$ cat src/hdl/nmx_pkg.sv
// Shared definitions for the 3x3 normal matrix core.
// Holds default widths, the cofactor index table and the lane status type.
// Depends on nothing.
package nmx_pkg;

   localparam int DATA_WIDTH_DEF = 32;
   localparam int FRAC_BITS_DEF  = 16;

   // Stages beyond DATA_WIDTH: a divider lane takes DATA_WIDTH + 1 quotient-bit
   // steps, so this is that extra step plus two stages for cofactors, two for
   // the determinant, three in the lane outside its steps and one merge.
   localparam int LAT_FIXED = 9;

   // Element indices (row-major) for cofactor k = e[0]*e[1] - e[2]*e[3].
   localparam int COF_IDX [0:8][0:3] = '{
      '{4, 8, 5, 7}, '{5, 6, 3, 8}, '{3, 7, 4, 6},
      '{2, 7, 1, 8}, '{0, 8, 2, 6}, '{1, 6, 0, 7},
      '{1, 5, 2, 4}, '{2, 3, 0, 5}, '{0, 4, 1, 3}
   };

   typedef struct packed {
      logic clamp;
      logic zero;
   } lane_flags_type;

endpackage

$ cat src/hdl/nmx_merge.sv
// Merge stage: combines the nine lane results into one registered beat,
// forcing zeros on a singular matrix and gathering the clamp flags.
// Depends on nmx_pkg for defaults and the lane status type.
module nmx_merge #(
   parameter int DATA_WIDTH = nmx_pkg::DATA_WIDTH_DEF
) (
   input  logic                    clock,
   input  logic                    reset,
   input  logic                    valid_i,
   input  logic [DATA_WIDTH-1:0]   value_i [0:8],
   input  nmx_pkg::lane_flags_type flags_i [0:8],
   output logic                    valid_o,
   output logic [DATA_WIDTH-1:0]   value_o [0:8],
   output logic                    singular_o,
   output logic                    clamped_o
);

   logic [DATA_WIDTH-1:0] value_ff [0:8];
   logic [DATA_WIDTH-1:0] value_in [0:8];
   logic                  any_clamp, sing_ff, clamp_ff, valid_ff;

   always_comb begin
      any_clamp = 1'b0;
      for (int k = 0; k < 9; k++) begin
         any_clamp   = any_clamp | flags_i[k].clamp;
         value_in[k] = flags_i[0].zero ? '0 : value_i[k];
      end
   end

   always_ff @(posedge clock) begin
      if (reset) begin
         valid_ff <= 1'b0;
      end else begin
         valid_ff <= valid_i;
      end
   end

   always_ff @(posedge clock) begin
      value_ff <= value_in;
      sing_ff  <= flags_i[0].zero;
      clamp_ff <= any_clamp & ~flags_i[0].zero;
   end

   assign valid_o    = valid_ff;
   assign value_o    = value_ff;
   assign singular_o = sing_ff;
   assign clamped_o  = clamp_ff;

endmodule

$ cat config.mk
export PLATFORM = sky130hd
export DESIGN_NAME = nmx_merge
export DESIGN_NICKNAME = d
export VERILOG_FILES = /design/src/hdl/nmx_pkg.sv /design/src/hdl/nmx_merge.sv
export SDC_FILE = /design/constraint.sdc
export NUM_CORES = 1
export LEC_CHECK = 0
export BUFFER_PORTS_ARGS = -buffer_cell sky130_fd_sc_hd__clkbuf_2
export CAP_MARGIN = 25
export CORE_AREA = 2 2 236 238
export DETAILED_ROUTE_END_ITERATION = 8
export DIE_AREA = 0 0 238 240
export GPL_TIMING_DRIVEN = 1
export PLACE_DENSITY_LB_ADDON = 0.05
export SETUP_SLACK_MARGIN = 0.4
export SLEW_MARGIN = 30
export SYNTH_ARGS = -nofsm -noshare
export SYNTH_HDL_FRONTEND = slang
export SYNTH_SLANG_ARGS = --single-unit
$ cat constraint.sdc
create_clock -name clock -period 1.4 [get_ports clock]
set_input_delay 0.07 -clock clock [delete_from_list [all_inputs] [get_ports clock]]
set_output_delay 0.07 -clock clock [all_outputs]
set_load 0.02 [all_outputs]
==> Word-level counts from Yosys, hierarchy flattened <==
Index checks and enable logic that the tools add are counted.
Widths: inputs -> output; s select.
{ "op_classes": {"n_bitwise": 10} }
{ "ops": {"columns": ["cell", "count"], "rows": [
  ["$or 1x1->1", 8],
  ["$and 1x1->1", 1],
  ["$not 1->1", 1]
]} }
{ "totals": {"ff_bits": 291, "word_cells": 22} }

==> Depth between registers and ports, before layout <==
Gate-level depths: netlist (run 1).
{ "logic_depth": {"depth_word": 9, "depth_mapped": 4, "ltp_nobuf": 2} }

==> Least setup slack after synthesis (run 1) <==
Ideal clock, no wire load.
{ "synth_timing": {"kind": "input-to-reg", "from": "in flags_i[16] (netlist name)", "to": "reg value_ff, in the netlist value_o[51]", "setup_ns": 0.128, "t_arrival_ns": 0.653, "required_time_ns": 1.272, "slack_ns": 0.619, "path_stages": 4, "cell_sequence": "buf_4 buf_4 clkbuf_1 nor2b_1"} }
{ "synth_lines": {"columns": ["element", "line_no", "source"], "rows": [
  ["start: declaration", "nmx_merge.sv:11", "input nmx_pkg::lane_flags_type flags_i [0:8],"],
  ["end signal: assignment", "nmx_merge.sv:39", "value_ff <= value_in;"],
  ["end: declaration", "nmx_merge.sv:18", "logic [DATA_WIDTH-1:0] value_ff [0:8];"]
]} }
No word-level cell between the ends.

==> Final worst setup path (run 1) <==
{ "layout_timing": {"from": "reg value_ff, in the netlist value_o[164]", "to": "out value_o[164] (netlist name)"} }
{ "layout_lines": {"columns": ["element", "line_no", "source"], "rows": [
  ["end: declaration", "nmx_merge.sv:13", "output logic [DATA_WIDTH-1:0] value_o [0:8],"]
]} }
No word-level cell between the ends.

==> reports/metrics.yaml, run 1 <==
min_period_over_period_pct: 78.2
tightest_slew_ns: 0.507
antenna_found_initial: 0
tns_ns: 0
critPathArrivalTime_ns: 1.03
dr.pass1.iters: 4
slowest_delay_ns: 0.36
numPortBuffers: 591
cts.clk_slew.worst_paths_ns: 0.06
syn2layout_area_growth_pct: 146
yosysTopAreaCell: "dfxtp_1"
grt_pass1_vias: 8120
yosys.area_share.simple_pct: 23.3
n_fill_cell: 5487
ir_drop_mv: 0.860
place_inst: 1897
fp.dieH_um: 240
fp.dieW_um: 238
min_from: "flags_i[16]"
p_leak_nw: 8.48
synth-xor-area-share_pct: 0
totalWireLength_um: 32900
yosysWarningCount: 0
synth_cells: 616
whs_ns: 0.0427
power_density_nw_per_um2: 1150
grt_max_degree: 55
grt_pass1_wl_um: 47500
setup_viol: 0
hold_viol: 0
drv_slew: 0
crit_cells: 1
crit_fanout: 1
critPathKind: "flip-flop to primary output"
fin_crit_ns: 1.10
core_um2: 54700
ys_ff_latch: 291
status: "complete, no violations"
max_freq_mhz: 913
wl_per_cell_um: 14.6
cp-start-kind: "flip-flop"
drv_cap: 0
h-tree-depth: 2
place.gp.congestion: 0.703
worstPathRequired_ns: 1.33
via_per_inst: 3.32
seq_area_frac_synth_pct: 74.6
start_util_pct: 14.3
synth_compound_area_share_pct: 0.0801
avgSynthCellArea_um2: 12.7
synth_top_family_by_area: "simple AND/OR/NAND/NOR gates"
num_vias: 7507
most-common-layout-cells: "300 x dlygate4sd3_1, 299 x clkbuf_2, 291 x buf_8, 290 x dfxtp_2, 289 x nor2b_1"
cts.sinks: 291
dieArea_um2: 57100
drtIter0Drc: 120
layout.nets: 1842
postRouteAntennaNets: 0
clk_path_buf_depth: 3
cts_root_buf: "clkbuf_16"
synthesis.area_um2: 7810
gr-total-overflow: 0
final_common_cell: "dlygate4sd3_1"
holdPathStages: 2
ios: 600
synth.net_count: 925
cp-end-kind: "primary output"
synthMuxAreaShare_pct: 0
cpLargestDelayFamily: "flip-flops"
final_cells: 2261
synth_top_area_share_pct: 74.6
hpwl_um: 24000
ys_types: 9
slew_headroom_pct: 66.2
cpMaxStageDelayCell: "dfxtp_4"
synth_fa_ha_area_share_pct: 0
layout-drive-gt1-share_pct: 61.6
worst_hold_path_type: "primary input to flip-flop"
route.detailed.drc: 0
track_usage_pct: 11.0
placementRows: 86
path_buf_inv: 1
worstPathCellList: "buf_8"
crit_start: "value_o[164]"
synth.area.top_cells: "dfxtp_1 75%, nor2b_1 23%, buf_2 1.4%"
grt_setup_unrepaired: "true"
cts_tree: "done"
cts_buffers: 38
==> repair_timing <==
item / in CTS / in global routing
hold buffers: 300 / 1
setup buffers: 0 / 0
endpoints found under the setup margin: 291 / 292
resized for setup: 848 / 313
hold endpoints to repair: 291 / 1
pin swaps: 0 / 0
==> path summary, 6_finish.rpt <==
check,to,slack (ns)
max,value_o[164],0.30
min,value_o[13],0.04
==> kinds of logic after synthesis <==
logic type | after synthesis
and+or+nand+nor | 292
DFF | 291
buffers and inverters | 32
AOI/OAI and AO/OA | 1
==> per-layer routing <==
metal	vias to the layer above	part of all wire [%]	global-route usage (%)
li1	3694	-	-
met1	3415	33	10.4
met5	-	0	0
met4	0	2.9	4.38
met3	55	10	4.79
met2	343	54	20.8
==> through the flow <==
stage	util (%)	setup slack (ns)	total power [mW]	instance area, um^2
after floorplan	-	0.619	9.99	7810
after global placement	21.4	0.323	11.1	11700
after detailed placement	21.4	0.325	11.1	11700
after CTS	34.4	0.220	22.2	18800
after global routing	35.1	0.253	23.1	19200
final	35.1	0.305	22.0	19200
==> final cells by class <==
cell class,instances,area [um^2],area share (%)
Sequential cell,291,6190,32.2
Multi-Input combinational cell,293,1830,9.53
Clock inverter,14,105,0.547
Tap cell,704,881,4.59
Clock buffer,49,1090,5.66
Antenna cell,1,2.50,0.0130
Timing Repair Buffer,909,9100,47.4
==> registers in the layout, indices dropped and copies added (netlist names) <==
register	flops
clamped_o	1
singular_o	1
valid_o	1
value_o	288
==> where the power goes <==
group          internal [mW]  leakage, nW  switching (mW)
Clock                   5.63        0.595            3.76
Combinational           2.21         5.38            1.31
Sequential              8.83         2.50           0.285
Total                   16.7         8.48            5.35
==> Yosys cell counts (all sizes together) <==
| library cell | instances |
|---|---|
| dfxtp | 291 |
| nor2b | 289 |
| buf | 24 |
| clkbuf | 8 |
| a31oi | 1 |
| nor2 | 1 |
| nor3 | 1 |
| nor4 | 1 |
Power figures use the tool's default switching activity.
==> run 2: changes to the inputs <==
--- a/config.mk
+++ b/config.mk
@@ -7,9 +7,9 @@
 export LEC_CHECK = 0
 export BUFFER_PORTS_ARGS = -buffer_cell sky130_fd_sc_hd__clkbuf_2
 export CAP_MARGIN = 25
-export CORE_AREA = 2 2 236 238
+export CORE_AREA = 2 2 231 233
 export DETAILED_ROUTE_END_ITERATION = 8
-export DIE_AREA = 0 0 238 240
+export DIE_AREA = 0 0 233 235
 export GPL_TIMING_DRIVEN = 1
 export PLACE_DENSITY_LB_ADDON = 0.05
 export SETUP_SLACK_MARGIN = 0.4
==> constraint.sdc (replaced) <==
create_clock -name clock -period 1.1 [get_ports clock]
set_input_delay 0.055 -clock clock [delete_from_list [all_inputs] [get_ports clock]]
set_output_delay 0.055 -clock clock [all_outputs]
set_load 0.02 [all_outputs]
==> run 2 against run 1 <==
Effect of this change: clock power is 29% higher; non-clock buffer count unchanged; critical path depth unchanged; largest power group unchanged.
==> reports/metrics.yaml, run 2 (synthesis results as in run 1) <==
power_density_nw_per_um2: 1460  # +28%
cts.clk_slew.worst_paths_ns: 0.06  # about the same
grt_setup_unrepaired: "true"
worst_hold_path_type: "primary input to flip-flop"
worstPathCellList: "buf_8"
core_um2: 52200  # -4.4%
cpMaxStageDelayCell: "dfxtp_4"
cts.sinks: 291  # unchanged
slowest_delay_ns: 0.36  # about the same
wl_per_cell_um: 15.4  # +5.5%
grt_max_degree: 57  # +3.6%
min_from: "flags_i[3]"
tns_ns: 0  # unchanged
drtIter0Drc: 157  # +31%
crit_fanout: 1  # unchanged
grt_pass1_wl_um: 49900  # +5.0%
dieArea_um2: 54800  # -4.1%
route.detailed.drc: 0  # unchanged
cts_buffers: 37  # -2.6%
numPortBuffers: 591  # unchanged
hold_end: "clamped_o"
path_buf_inv: 1  # unchanged
p_leak_nw: 8.54  # +0.76%
start_util_pct: 15.0  # +0.66 points
status: "complete, no violations"
clk_path_buf_depth: 3  # unchanged
critPathKind: "flip-flop to primary output"
cpLargestDelayFamily: "flip-flops"
grt_pass1_vias: 8188  # +0.84%
ios: 600  # unchanged
largest_reg_flops: 288  # unchanged
postRouteAntennaNets: 0  # unchanged
layout.nets: 1841  # -0.054%
most-common-layout-cells: "297 x dlygate4sd3_1, 297 x clkbuf_2, 291 x buf_8, 290 x dfxtp_2, 289 x nor2b_1"
critPathArrivalTime_ns: 1.01  # -0.02 ns
grtUsageMet2_pct: 21.4  # +0.54 points
cp-start-kind: "flip-flop"
dpl-instance-area_um2: 11700  # -0.43%
totalWireLength_um: 34500  # +4.8%
holdPathStages: 4  # +2
fin_crit_ns: 1.07
layout-drive-gt1-share_pct: 61.1  # -0.42 points
drv_slew: 0  # unchanged
hpwl_um: 25400  # +5.8%
ir_drop_mv: 0.814  # -5.4%
num_vias: 7546  # +0.52%
placementRows: 84  # -2.3%
grt.busiest_layer: "met2"
cp-end-kind: "primary output"
met3_usage_pct: 6.01  # +1.2 points
slew_headroom_pct: 69.1  # +2.9 points
finalPower_mw: 28.2  # +28%
fp.dieW_um: 233  # -2.1%
tightest_slew_ns: 0.463  # -0.0444 ns
hold_viol: 0  # unchanged
place.gp.congestion: 0.736  # +4.7%
min_period_over_period_pct: 96.9
syn2layout_area_growth_pct: 147
track_usage_pct: 12.2  # +1.2 points
antenna_found_initial: 3  # +3
cts_root_buf: "clkbuf_16"
via_per_inst: 3.36  # +1.2%
n_fill_cell: 5209  # -5.1%
dr.pass1.iters: 4  # unchanged
worstPathRequired_ns: 1.04  # -0.29 ns
max_freq_mhz: 938
grt_use_met1_pct: 12.1  # +1.7 points
fin_area_um2: 19300  # +0.35%
h-tree-depth: 2  # unchanged
fp.dieH_um: 235  # -2.1%
gr-total-overflow: 0  # unchanged
cts_tree: "done"
setup_viol: 0  # unchanged
drv_cap: 0  # unchanged
[run 2: what timing repair did]
action | in CTS | in global routing
buffers inserted | 0 | 0
hold buffers | 303 | 0
gates resized for setup | 851 | 325
pin swaps | 0 | 2
endpoints found under the hold margin | 290 | 0
endpoints found under the setup margin | 291 | 482
gates cloned | 0 | 1
[run 2: worst max path at each step]
stage                      start            to  slack [ns]  cells past startpoint
floorplan            flags_i[16]  value_o[154]        0.42                      4
global placement     flags_i[16]   value_o[22]        0.29                      4
detailed placement   flags_i[16]   value_o[22]        0.27                      4
CTS                 value_o[103]  value_o[103]       -0.04                      1
global route        value_o[184]  value_o[184]       -0.02                      1
finish              value_o[284]  value_o[284]        0.03                      1
[run 2: routing by layer]
metal	part of all wire, %	vias to the layer above
met1	35	3410
met4	4.1	4
met3	11	77
met5	0.067	-
met2	50	358
li1	-	3697
[run 2: through the flow]
step	hold slack, ns	worst slack, ns	util (%)	instances
after floorplan	0.0827	0.417	-	616
after global placement	0.215	0.288	22.4	1877
after detailed placement	0.217	0.266	22.4	1877
after CTS	-0.0129	-0.0414	36.0	2244
after global routing	0.0108	-0.0218	36.9	2246
final	0.00723	0.0344	36.9	2246
[run 2: area by class of cell]
class	instances	area, um^2	share of cell area (%)
tap	688	861	4.47
multi-input combinational	293	1840	9.57
sequential	291	6190	32.1
timing repair buffer	909	9160	47.5
clock buffer	59	1150	5.97
clock inverter	5	57.6	0.299
antenna	1	2.50	0.0130
[run 2: power breakdown]
part	switching [mW]	total [mW]	internal (mW)
registers	0.362	11.6	11.2
clock network	4.68	12.1	7.38
logic	1.70	4.54	2.83
==> run 3: changes to the inputs <==
--- a/config.mk
+++ b/config.mk
@@ -12,7 +12,7 @@
 export DIE_AREA = 0 0 233 235
 export GPL_TIMING_DRIVEN = 1
 export PLACE_DENSITY_LB_ADDON = 0.05
-export SETUP_SLACK_MARGIN = 0.4
+export SETUP_SLACK_MARGIN = 0.15
 export SLEW_MARGIN = 30
 export SYNTH_ARGS = -nofsm -noshare
 export SYNTH_HDL_FRONTEND = slang
==> constraint.sdc (replaced) <==
create_clock -name clock -period 1.1 [get_ports clock]
set_input_delay 0.22 -clock clock [delete_from_list [all_inputs] [get_ports clock]]
set_output_delay 0.22 -clock clock [all_outputs]
set_load 0.02 [all_outputs]
==> run 3 against run 2 <==
Effect of this change: the run now ends with negative setup slack left; clock power is essentially flat; sequential power is essentially flat; sequential cell count is the same; utilization shrank 0.13 points; worst hold slack gained 0.055 ns; largest power group unchanged; cell count shrank 0.13%; critical path type unchanged; count of clock-buffer cells in the layout shrank 3; first-iteration DRC count shrank 26%; highest routed layer is now met4; routed wire length shrank 3.4%; die area is the same; via count is essentially flat.
==> reports/metrics.yaml, run 3 (synthesis results as in run 1) <==
cp-end-kind: "primary output"
fp.dieH_um: 235  # unchanged
critPathArrivalTime_ns: 1.02  # about the same
h-tree-depth: 2  # unchanged
placementRows: 84  # unchanged
hold_viol: 0  # unchanged
place.gp.congestion: 0.731  # -0.61%
preCtsSetupSlack_ns: 0.128  # -0.138 ns
drv_slew: 0  # unchanged
n_fill_cell: 5162  # -0.90%
status: "finished, violations left"
cp-start-kind: "flip-flop"
fin_ws_ns: -0.137  # -0.172 ns
cts_tree: "done"
totalWireLength_um: 33300  # -3.4%
min_period_over_period_pct: 112  # +16 points
cpMaxStageDelayCell: "dfxtp_4"
hpwl_um: 25100  # -1.2%
cts.sinks: 291  # unchanged
power_density_nw_per_um2: 1460  # -0.39%
clk_path_buf_depth: 3  # unchanged
ir_drop_mv: 0.900  # +11%
slew_headroom_pct: 82.5  # +13 points
slowest_delay_ns: 0.36  # about the same
fp.dieW_um: 233  # unchanged
worstPathRequired_ns: 0.88  # -0.16 ns
setup_viol: 291  # +291
regArea_um2: 6190  # unchanged
largest_reg_flops: 288  # unchanged
max_freq_mhz: 808  # -14%
tightest_slew_ns: 0.260  # -0.203 ns
gr-total-overflow: 0  # unchanged
route.detailed.drc: 0  # unchanged
critPathKind: "flip-flop to primary output"
syn2layout_area_growth_pct: 146
worst_hold_path_type: "primary input to flip-flop"
num_vias: 7551  # +0.066%
fin_util_pct: 36.8  # -0.13 points
p_leak_nw: 8.46  # -0.94%
layout.nets: 1838  # -0.16%
ios: 600  # unchanged
grt_pass1_vias: 8118  # -0.85%
grt_setup_unrepaired: "true"
grt_pass1_wl_um: 48700  # -2.4%
fin_crit_ns: 1.24  # +0.172 ns
core_um2: 52200  # unchanged
wl_per_cell_um: 14.9  # -3.2%
antenna_found_initial: 2  # -1
dieArea_um2: 54800  # unchanged
path_buf_inv: 1  # unchanged
start_util_pct: 15.0  # unchanged
layout-drive-gt1-share_pct: 61.4  # +0.22 points
grt_max_degree: 35  # -39%
drv_cap: 0  # unchanged
violations: "negative setup slack"
cts_root_buf: "clkbuf_16"
multi_input_area_um2: 1830  # -0.81%
cts_buffers: 38  # +2.7%
most-common-layout-cells: "299 x dlygate4sd3_1, 299 x clkbuf_2, 291 x buf_8, 290 x dfxtp_2, 289 x nor2b_1"
postRouteAntennaNets: 0  # unchanged
cpLargestDelayFamily: "flip-flops"
track_usage_pct: 11.8  # -0.40 points
drtIter0Drc: 116  # -26%
worstPathCellList: "buf_8"
numPortBuffers: 591  # unchanged
crit_fanout: 1  # unchanged
dr.pass1.iters: 4  # unchanged
via_per_inst: 3.37  # +0.20%
cts.clk_slew.worst_paths_ns: 0.05  # about the same
run 3: cell types whose count changed in the layout (fill, tap and decap cells not counted), sizes merged:
cell          delta
clkinvlp         +3
dlygate4sd3      +2
diode            +1
inv              -1
dlymetal6s2s     -2
bufinv           -1
clkbuf           -2
dlymetal6s4s     -4
clkinv           +2
buf              -1
run 3: where the power goes:
part,switching [mW],internal [mW]
clock,4.67,7.22
sequential,0.360,11.2
combinational,1.68,2.82
run 3: timing repair:
item	CTS	global route
setup buffers	0	0
endpoints found under the hold margin	290	0
gates resized for setup	855	310
setup endpoints to repair	291	291
hold buffers	299	0
cloned	0	0
run 3: layer usage:
| layer | vias up | share of wire, % | global-route usage, % | routed length [um] |
|---|---|---|---|---|
| li1 | 3688 | - | - | - |
| met1 | 3470 | 34 | 11.5 | 11500 |
| met2 | 335 | 53 | 22.0 | 17500 |
| met3 | 58 | 10 | 5.07 | 3460 |
| met4 | 0 | 2.6 | 4.28 | 883 |
| met5 | - | 0 | 0 | 0 |
run 3: through the flow:
stage / area, um^2 / instances / setup TNS [ns] / hold WS [ns] / total power [mW]
floorplan: 7810 / 616 / 0 / 0.248 / 12.7
global placement: 11700 / 1878 / 0 / 0.380 / 14.1
detailed placement: 11700 / 1878 / 0 / 0.385 / 14.1
CTS: 18800 / 2241 / -47.32 / 0.0221 / 28.3
global route: 19200 / 2243 / -41.00 / 0.0540 / 29.3
finish: 19200 / 2243 / -26.32 / 0.0619 / 28.0
run 3: path summary, 6_finish.rpt:
check / depth (start not counted) / end / from
max: 1 / value_o[217] / value_o[217]
min: 3 / value_o[46] / flags_i[16]
run 3: layout make-up:
cell class | instances | share of cell area [%]
flip-flops and latches | 291 | 32.2
clock buffers | 56 | 6.00
multi-input cells | 293 | 9.53
clock inverters | 8 | 0.267
well taps | 688 | 4.48
diodes | 2 | 0.0261
repair buffers | 905 | 47.4
